**src/float32_subtract_unit_macros.svh**
```systemverilog
// Assertion macros for the float32 subtract unit
`ifndef FLOAT32_SUBTRACT_UNIT_MACROS_SVH
`define FLOAT32_SUBTRACT_UNIT_MACROS_SVH
// assert that a implies b at the same edge
`define FSU_ASSERT_IMPL(label, clk, rst_n, a, b, msg) \
  label: assert property (@(posedge clk) disable iff (!rst_n) (a) |-> (b)) else $error(msg);
// assert that a implies b at the next edge
`define FSU_ASSERT_NEXT(label, clk, rst_n, a, b, msg) \
  label: assert property (@(posedge clk) disable iff (!rst_n) (a) |=> (b)) else $error(msg);
`endif

```
**src/fsub_pkg.sv**
```systemverilog
// ----------------------------------------------------------------------------
// fsub_pkg
// Types and constants shared by the float32 subtract unit.
// ----------------------------------------------------------------------------
package fsub_pkg;
  typedef struct packed {
    logic [31:0] minuend;
    logic [31:0] subtrahend;
  } fsub_in_t;

  typedef struct packed {
    logic [31:0] difference;
    logic        overflow;
  } fsub_out_t;

  localparam logic [7:0]  EXP_MAX    = 8'hff;
  localparam logic [23:0] HIDDEN_BIT = 24'h800000;
endpackage

```
**src/float32_subtract_unit.sv**
```systemverilog
// Path: an accepted input is held in the operand register, which feeds the
// datapath; the result register loads whenever no held result is stalled.
// Throughput: one subtraction per cycle while out_stall holds no result, set
// by the single-pass datapath between the input and result registers.
// Reset: synchronous active-low rst_n clears both valid flags.
// ----------------------------------------------------------------------------
// float32_subtract_unit
// IEEE single-precision subtract with input and result registers.
// ----------------------------------------------------------------------------
module float32_subtract_unit (
  input  logic                clk,
  input  logic                rst_n,
  input  logic                in_valid,
  output logic                in_stall,
  input  fsub_pkg::fsub_in_t  in_data,
  output logic                out_valid,
  input  logic                out_stall,
  output fsub_pkg::fsub_out_t out_data
);
  import fsub_pkg::*;
  `include "float32_subtract_unit_macros.svh"

  logic      op_vld_r, res_vld_r;
  fsub_in_t  op_r;
  fsub_out_t res_r, res_nxt;
  logic      adv;

  // pipeline advances unless a held result is stalled
  assign adv      = !(res_vld_r && out_stall);
  assign in_stall = op_vld_r && !adv;

  fsub_core u_core (.op(op_r), .res(res_nxt));

  always_ff @(posedge clk) begin
    if (!rst_n) begin
      op_vld_r  <= 1'b0;
      res_vld_r <= 1'b0;
    end else begin
      if (adv) begin
        res_vld_r <= op_vld_r;
        op_vld_r  <= in_valid;
      end else if (!op_vld_r) begin
        op_vld_r  <= in_valid;
      end
    end
  end

  always_ff @(posedge clk) begin
    if (adv) res_r <= res_nxt;
    if (!in_stall && in_valid) op_r <= in_data;
  end

  assign out_valid = res_vld_r;
  assign out_data  = res_r;

  `FSU_ASSERT_NEXT(a_hold, clk, rst_n, out_valid && out_stall, out_valid && $stable(out_data), "stalled result changed")
  `FSU_ASSERT_IMPL(a_stall, clk, rst_n, in_stall, op_vld_r && res_vld_r, "stall without full pipe")
  `FSU_ASSERT_NEXT(a_move, clk, rst_n, op_vld_r && !in_stall, out_valid, "operand lost")
endmodule

```
**src/fsub_core.sv**
```systemverilog
// ----------------------------------------------------------------------------
// fsub_core
// Combinational align, add, normalize and round for one subtraction.
// ----------------------------------------------------------------------------
module fsub_core (
  input  fsub_pkg::fsub_in_t  op,
  output fsub_pkg::fsub_out_t res
);
  import fsub_pkg::*;

  logic        s1, s2, first_big, pick2, same, mcarry, up;
  logic [7:0]  e1, e2, e1a, e2a, tde, es, esi, eyd, eyr, eyri, ey;
  logic [8:0]  te;
  logic [4:0]  de, se;
  logic [23:0] m1a, m2a, ms, mi;
  logic [22:0] my;
  logic [54:0] wide;
  logic        tstck, stck, ovf1, ovf2, sy, ss;
  logic [26:0] al, mye;
  logic [25:0] myd, myf;
  logic [24:0] myr;
  logic [9:0]  eyf;
  logic [56:0] dshift;

  always_comb begin
    s1  = op.minuend[31];
    s2  = ~op.subtrahend[31];
    e1  = op.minuend[30:23];
    e2  = op.subtrahend[30:23];
    m1a = (e1 != 8'd0) ? ({1'b0, op.minuend[22:0]} | HIDDEN_BIT) : {1'b0, op.minuend[22:0]};
    m2a = (e2 != 8'd0) ? ({1'b0, op.subtrahend[22:0]} | HIDDEN_BIT)
                       : {1'b0, op.subtrahend[22:0]};
    e1a = (e1 != 8'd0) ? e1 : 8'd1;
    e2a = (e2 != 8'd0) ? e2 : 8'd1;
    // exponent difference, capped at 31
    te        = {1'b0, e1a} + {1'b0, ~e2a};
    first_big = te[8];
    tde       = first_big ? (te[7:0] + 8'd1) : ~te[7:0];
    de        = (tde[7:5] != 3'd0) ? 5'd31 : tde[4:0];
    pick2     = (de == 5'd0) ? !(m1a > m2a) : !first_big;
    ms = pick2 ? m2a : m1a;
    mi = pick2 ? m1a : m2a;
    es = pick2 ? e2a : e1a;
    ss = pick2 ? s2 : s1;
    // align smaller mantissa with guard and sticky bits
    wide  = {mi, 31'd0} >> de;
    tstck = (wide[28:0] != 29'd0);
    al    = {1'b0, wide[54:29]};
    same  = (s1 == s2);
    mye   = same ? ({1'b0, ms, 2'b00} + al) : ({1'b0, ms, 2'b00} - al);
    esi   = es + 8'd1;
    mcarry = mye[26];
    ovf1 = 1'b0;
    if (mcarry) begin
      if (esi == EXP_MAX) begin
        eyd  = EXP_MAX;
        myd  = 26'h2000000;
        ovf1 = 1'b1;
      end else begin
        eyd = esi;
        myd = mye[26:1];
      end
      stck = tstck | mye[0];
    end else begin
      eyd  = es;
      myd  = mye[25:0];
      stck = tstck;
    end
    // leading zero count
    se = 5'd26;
    for (int i = 0; i < 26; i++) begin
      if (myd[i]) se = 5'(25 - i);
    end
    eyf = {2'b00, eyd} - {5'd0, se};
    dshift = {31'd0, myd} << (eyd - 8'd1) % 32;
    if (!eyf[9] && eyf != 10'd0) begin
      eyr = eyf[7:0];
      myf = myd << se;
    end else begin
      eyr = 8'd0;
      myf = dshift[25:0];
    end
    // round to nearest per guard, round and sticky
    up   = myf[1] && (myf[0] || (!stck && myf[2]) || (stck && same));
    myr  = {1'b0, myf[25:2]} + {24'd0, up};
    eyri = eyr + 8'd1;
    ovf2 = 1'b0;
    if (myr[24]) begin
      ey   = eyri;
      my   = 23'd0;
      ovf2 = (eyri == EXP_MAX);
    end else if (myr[23:0] == 24'd0) begin
      ey = 8'd0;
      my = 23'd0;
    end else begin
      ey = (myr[23] && eyr == 8'd0) ? 8'd1 : eyr;
      my = myr[22:0];
    end
    sy = (ey == 8'd0 && my == 23'd0) ? (s1 & s2) : ss;
    res.difference = {sy, ey, my};
    res.overflow   = (ovf1 | ovf2) && e1 != EXP_MAX && e2 != EXP_MAX;
  end
endmodule

```
**config.mk**
```make
export PLATFORM = sky130hd
export DESIGN_NAME = float32_subtract_unit
export DESIGN_NICKNAME = d
export VERILOG_FILES = /design/src/fsub_pkg.sv /design/src/float32_subtract_unit.sv /design/src/fsub_core.sv
export VERILOG_INCLUDE_DIRS = /design/src /design/src/src
export SDC_FILE = /design/constraint.sdc
export NUM_CORES = 1
export LEC_CHECK = 0
export BUFFER_PORTS_ARGS = -buffer_cell sky130_fd_sc_hd__clkbuf_2
export CAP_MARGIN = 20
export CELL_PAD_IN_SITES_DETAIL_PLACEMENT = 1
export CELL_PAD_IN_SITES_GLOBAL_PLACEMENT = 1
export CORE_ASPECT_RATIO = 1.75
export CORE_MARGIN = 2
export CORE_UTILIZATION = 35
export DETAILED_ROUTE_END_ITERATION = 12
export GPL_TIMING_DRIVEN = 0
export PLACE_DENSITY = 0.66
export SETUP_SLACK_MARGIN = 0.02
export SYNTH_ARGS = -nofsm -noshare
export SYNTH_HDL_FRONTEND = slang
export SYNTH_HIERARCHICAL = 1
export SYNTH_SLANG_ARGS = --single-unit
```
**constraint.sdc**
```tcl
create_clock -name clk -period 17.6 [get_ports clk]
set_input_delay 1.76 -clock clk [delete_from_list [all_inputs] [get_ports clk]]
set_output_delay 1.76 -clock clk [all_outputs]
set_load 0.005 [all_outputs]
```
==> results of run 1 <==
## stage by stage
stage	std cells	power, mW
floorplan	2090	1.50
global placement	2764	2.05
detailed placement	2768	2.08
CTS	2809	2.40
global route	2833	2.71
finish	2834	2.56
## critical path: cells and delay by family (launching register included)
family	cells	cell delay [ps]
buffers and inverters	9	1500
adders and majority gates	5	1670
AOI/OAI and AO/OA	24	6000
and+or+nand+nor	29	6220
muxes	3	950
DFF	1	410
xor gates and xnor gates	3	460
## state kept, by name (all words and copies together) (netlist names)
register	cells
out_data	33
op_r	64
out_valid	1
op_vld_r	1
## logic make-up after synthesis
family,count (synthesis),synth area share
simple gates,792,0.249
compound gates,722,0.329
buf+inv,229,0.0615
fa+ha+maj,100,0.0812
flops,99,0.188
mux,78,0.0522
xor+xnor,70,0.0391
## routing by layer
layer  global-route usage  routed length, um  vias to the layer above
met2                0.654              43200                      699
met1                0.285              25100                     8865
met5                    0                  0                        -
met3               0.0646               3210                      467
li1                     -                  -                     8228
met4                0.361              10600                        0
## placed cells by master, fill, tap and decap left out, drive strengths merged, types with 14 or more instances in the layout
| cell type | Yosys | layout |
|---|---|---|
| a211o | 15 | 15 |
| a211oi | 41 | 41 |
| a21o | 35 | 35 |
| a21oi | 152 | 152 |
| a31oi | 38 | 38 |
| and2 | 14 | 14 |
| and3 | 26 | 26 |
| buf | 45 | 112 |
| clkbuf | 73 | 169 |
| edfxtp | 97 | 97 |
| ha | 97 | 97 |
| inv | 110 | 114 |
| mux2i | 66 | 66 |
| nand2 | 216 | 216 |
| nand2b | 31 | 31 |
| nand3 | 74 | 74 |
| nand4 | 36 | 36 |
| nor2 | 221 | 221 |
| nor3 | 65 | 65 |
| nor4 | 19 | 19 |
| o211ai | 38 | 38 |
| o21a | 20 | 20 |
| o21ai | 145 | 145 |
| o21bai | 14 | 14 |
| o22ai | 31 | 31 |
| o31ai | 26 | 26 |
| or2 | 19 | 19 |
| or3 | 20 | 20 |
| xnor2 | 49 | 49 |
| xor2 | 21 | 21 |
## worst min-delay path by stage
stage	end	depth (start not counted)
finish	out_valid	2
detailed placement	out_valid	2
global route	out_valid	2
floorplan	out_valid	2
CTS	out_valid	2
global placement	out_valid	2
## timing repair
item,4_1_cts,5_1_grt
setup endpoints to repair,33,25
buffers inserted,29,29
gates cloned,0,1
pin swaps,22,38
resized for setup,137,125
## layout make-up
class / instances / area share
well taps: 572 / 0.0380
flip-flops and latches: 99 / 0.157
multi-input cells: 1762 / 0.678
clock buffers: 9 / 0.0120
clock inverters: 7 / 0.00491
repair buffers: 166 / 0.0549
plain buffers: 107 / 0.0336
diodes: 1 / 0.000133
inverters: 111 / 0.0221
## power breakdown
part	total, mW	internal (mW)	switching, mW
clock	0.224	0.114	0.110
combinational	1.99	0.690	1.30
sequential	0.347	0.327	0.0201
==> run metrics, run 1 <==
status finished, final reports clean; area occupied by registers roughly 3000 um^2; Multi-input gate area ~13000 um^2; H-tree Lvls 3; PD cells between 100 and 150 nW/um^2; remaining global-route overflow 0; Worst Max-Slew Pin Slew 969 ps; TritonCTS clock tree done; TritonCTS buffer count 9; crit path to out_data[32]; setup TNS 0 ps; max-cap violations 0; largest net degree at the start of global routing 36; global-route wire length before repair 120000 um; Final HPWL DP around 67000 um; top cell type's share of synthesized area 0.186; clk buf depth 2; number of nets still failing antenna checks after routing 0; syn avg cell area around 7.5 um^2; root buf cell clkbuf_16; worst relative slew slack 0.352; worst-path fanout max 10; FF+latch count, synth between 90 and 100; cell leakage power around 7.4 nW; Worst-path clk slew approximately 80 ps; number of synthesized flops with an enable pin between 90 and 100; clock sink count 99; Top FF cell, synth edfxtp_1; maximum VDD drop about 73 uV; Tot GR Track Use 0.348; Mapped Cells 2090; WP data required between 15000 and 20000 ps; Synth async-reset ratio 0; PortBufs 102; Worst setup startpoint op_r[23]; placer congestion estimate about 1; worst r2r path cells between 70 and 80; Final Cell Area between 15000 and 20000 um^2; Fill cells roughly 5500; mean number of vias per cell roughly 6.4; Area Growth Syn to Fin 20.1%; max-slew violation count 0; Post-synth top cells nor2_1, nand2_1, a21oi_1; slowest CP cell a221oi_1; std cell rows slightly above 100; most used cell along the critical path nor2_1; min-delay src op_vld_r; # IOs around 100; synth warn 6; slowest stage delay, CP between 800 and 900 ps; fin crit period 17380 ps; RR Startpoint op_r[23]; post-route worst setup slack about 220 ps; die height 284 um; Die ar. approximately 47000 um^2; Via Count 18259; achievable frequency about 0.058 GHz; DR iter-0 viols 870; initial antenna violation count 1; sequential share of the synthesized area 0.188; Residual DRC 0; Layout Nets 2424; pre-CTS WS -5480 ps; cell taking the most area after synthesis edfxtp_1; # hold bufs at CTS 0; Mapped Nets 2258; Netlist cell types 123; number of global-route vias before repair 19587; DP Area between 15000 and 20000 um^2; hold_ws approximately 500 ps; Clock Latency Late Sink 400 ps; top cells by area, synth edfxtp_1, ha_1, nor2_1; Tcrit/Tclk final 0.988; 1st-pass router iterations 6; DRT Wirelength 82100 um; Reg2Reg Setup Slack approximately 220 ps; clock skew between 10 and 15 ps; wire length per cell roughly 29 um; Final Util 0.425; HP Class reg -> reg; Final Hold Fails 0; Critical Path Sink Type flop; final setup fails 0; reg2reg end out_data[32]; Die X about 160 um; Startpoint Class flop; share of cells above drive strength 1 0.214; Starting Density 0.354; Core Region 44300 um^2; CP Data Arrival Time 17660 ps; CP Class reg -> reg; Mapped Area approximately 16000 um^2; most common cell in the netlist nor2_1
(Power assumes the default switching activity.)
==> run 2: changes to the inputs <==
--- a/config.mk
+++ b/config.mk
@@ -11,11 +11,10 @@
 export CELL_PAD_IN_SITES_DETAIL_PLACEMENT = 1
 export CELL_PAD_IN_SITES_GLOBAL_PLACEMENT = 1
 export CORE_ASPECT_RATIO = 1.75
-export CORE_MARGIN = 2
 export CORE_UTILIZATION = 35
 export DETAILED_ROUTE_END_ITERATION = 12
 export GPL_TIMING_DRIVEN = 0
-export PLACE_DENSITY = 0.66
+export PLACE_DENSITY = 0.68
 export SETUP_SLACK_MARGIN = 0.02
 export SYNTH_ARGS = -nofsm -noshare
 export SYNTH_HDL_FRONTEND = slang
==> constraint.sdc (replaced) <==
create_clock -name clk -period 14.85 [get_ports clk]
set_input_delay 1.485 -clock clk [delete_from_list [all_inputs] [get_ports clk]]
set_output_delay 1.485 -clock clk [all_outputs]
set_load 0.005 [all_outputs]
==> run 2 against run 1 <==
Via count grew 6.6%. Total power increased by 41%. Critical path depth rose by 1. Register-to-register slack worse by 1800 ps. Sequential cell count is the same. Fmax grew 5.9%. The run now ends with negative setup slack left.
==> run metrics, run 2 (synthesized netlist as in run 1, its figures left out) <==
status finished, violations left; failing checks negative setup slack; Worst setup startpoint op_r[23]; clock sink count 99; DRT Wirelength about 91000 um; largest net degree at the start of global routing 38; maximum VDD drop approximately 94 uV; Worst-path clk slew approximately 80 ps; global-route wire length before repair approximately 130000 um; number of nets still failing antenna checks after routing 0; post-route worst setup slack -1560 ps; Tcrit/Tclk final 1.11; CP Class reg -> reg; Clock Latency Late Sink about 400 ps; worst relative slew slack 0.296; largest reg by FF count op_r; hold_ws roughly 510 ps; Metal-1 WL 27700 um; commonest non-fill, non-tap cell in the layout buf_4; remaining global-route overflow 0; # hold bufs at CTS 0; Layout Nets about 2600; slowest stage delay, CP about 570 ps; TritonCTS buffer count 9; PD cells between 150 and 200 nW/um^2; max-slew violation count 0; fin crit period between 15000 and 20000 ps; Tot GR Track Use 0.390; slowest CP cell or4_4; Critical Path Sink Type flop; WP data required around 15000 ps; initial antenna violation count 5; Residual DRC 0; std cell rows 102; # IOs 103; Final HPWL DP a little under 70000 um; worst-path fanout max 10; PortBufs ~100; flip-flop count of the largest register after layout 64; H-tree Lvls 3; Fill cells ~5300; RSZ-0062 raised after global routing true; share of cells above drive strength 1 0.332; met3 wire len 4450 um; die height between 200 and 300 um; Core Region about 44000 um^2; Die X ~160 um; root buf cell clkbuf_16; DR iter-0 viols approximately 1000; CP Data Arrival Time 16690 ps; TritonCTS clock tree done; 1st-pass router iterations 5; most used cell along the critical path buf_4; Area Growth Syn to Fin 37.5%; worst r2r path cells 74; clk buf depth 2; cell leakage power around 8.6 nW; clock skew roughly 17 ps; max-cap violations 0; wire length per cell between 30 and 40 um; Starting Density 0.354; metal2 WL 46600 um; hold depth 2; top routing layer used met5; mean number of vias per cell roughly 6.5; Worst Max-Slew Pin Slew approximately 1000 ps; Via Count 19470; highest-count cells in the layout ignoring fill and taps buf_4, nand2_1, nor2_1; Final Util 0.487; RR Startpoint op_r[23]; min-delay src op_vld_r; final setup fails 25; achievable frequency between 0.06 and 0.07 GHz; Startpoint Class flop; placer congestion estimate just under 1; Die ar. ~46000 um^2; Final Hold Fails 0; HP Class reg -> reg; number of global-route vias before repair 20513
## run 2: cell count changes in the layout (fill, tap and decap cells not counted), moves of 11 or more
cell	delta
buf_4	+138
nor2_1	-26
buf_6	+20
a21oi_1	-19
nor2_2	+17
a21oi_2	+12
nand2_1	-12
o21ai_0	-12
ha_4	+11
## run 2: worst max-delay path, delay by kind of cell, from the launching register on
kind	cells	cell delay, ps
AND/OR/NAND/NOR	28	5830
XOR/XNOR	2	340
AO/OA/AOI/OAI	23	5370
multiplexers	4	880
buffers and inverters	12	2320
adder cells (fa/ha/maj)	5	1080
flip-flops	1	410
## run 2: metrics by stage
stage / cells / instance area [um^2] / worst slack (ps) / TNS (ps) / total power [mW]
floorplan: 2090 / 16000 / -25.6 / -25.6 / 1.82
global placement: 2764 / 17200 / -6190 / -167280 / 2.48
detailed placement: 2770 / 17300 / -5670 / -150360 / 2.51
CTS: 2925 / 20100 / -1060 / -10060 / 3.18
global route: 3002 / 21600 / -2120 / -36430 / 3.77
finish: 3004 / 21600 / -1560 / -20860 / 3.60
## run 2: power by group
group | switching, mW | total [mW] | internal, mW
Clock | 0.135 | 0.269 | 0.134
Combinational | 1.79 | 2.92 | 1.13
Sequential | 0.0255 | 0.413 | 0.388
Total | 1.95 | 3.60 | 1.66
## run 2: final timing paths
check / slack [ps] / to
worst min-delay path: 510 / out_valid
worst min register to register: 510 / out_valid
worst max-delay path: -1560 / out_data[32]
worst max register to register: -1560 / out_data[32]
## run 2: repair_timing
| action | 4_1_cts | 5_1_grt |
|---|---|---|
| resized for setup | 304 | 193 |
| gates cloned | 1 | 2 |
| endpoints found under the setup margin | 33 | 33 |
| pin swaps | 114 | 126 |
| setup buffers | 150 | 80 |
## run 2: layout make-up
class / instances / area, um^2 / share of cell area
plain buffers: 103 / 812 / 0.0377
multi-input cells: 1762 / 13800 / 0.642
clock buffers: 9 / 225 / 0.0104
well taps: 572 / 716 / 0.0332
inverters: 111 / 417 / 0.0193
repair buffers: 338 / 2510 / 0.116
diodes: 3 / 7.51 / 0.000348
clock inverters: 7 / 81.3 / 0.00377
flip-flops and latches: 99 / 2950 / 0.137
## run 2: metal layers
metal	GRT usage	up-vias
met1	0.323	9480
met5	0	-
li1	-	8568
met3	0.0852	540
met2	0.718	880
met4	0.437	2
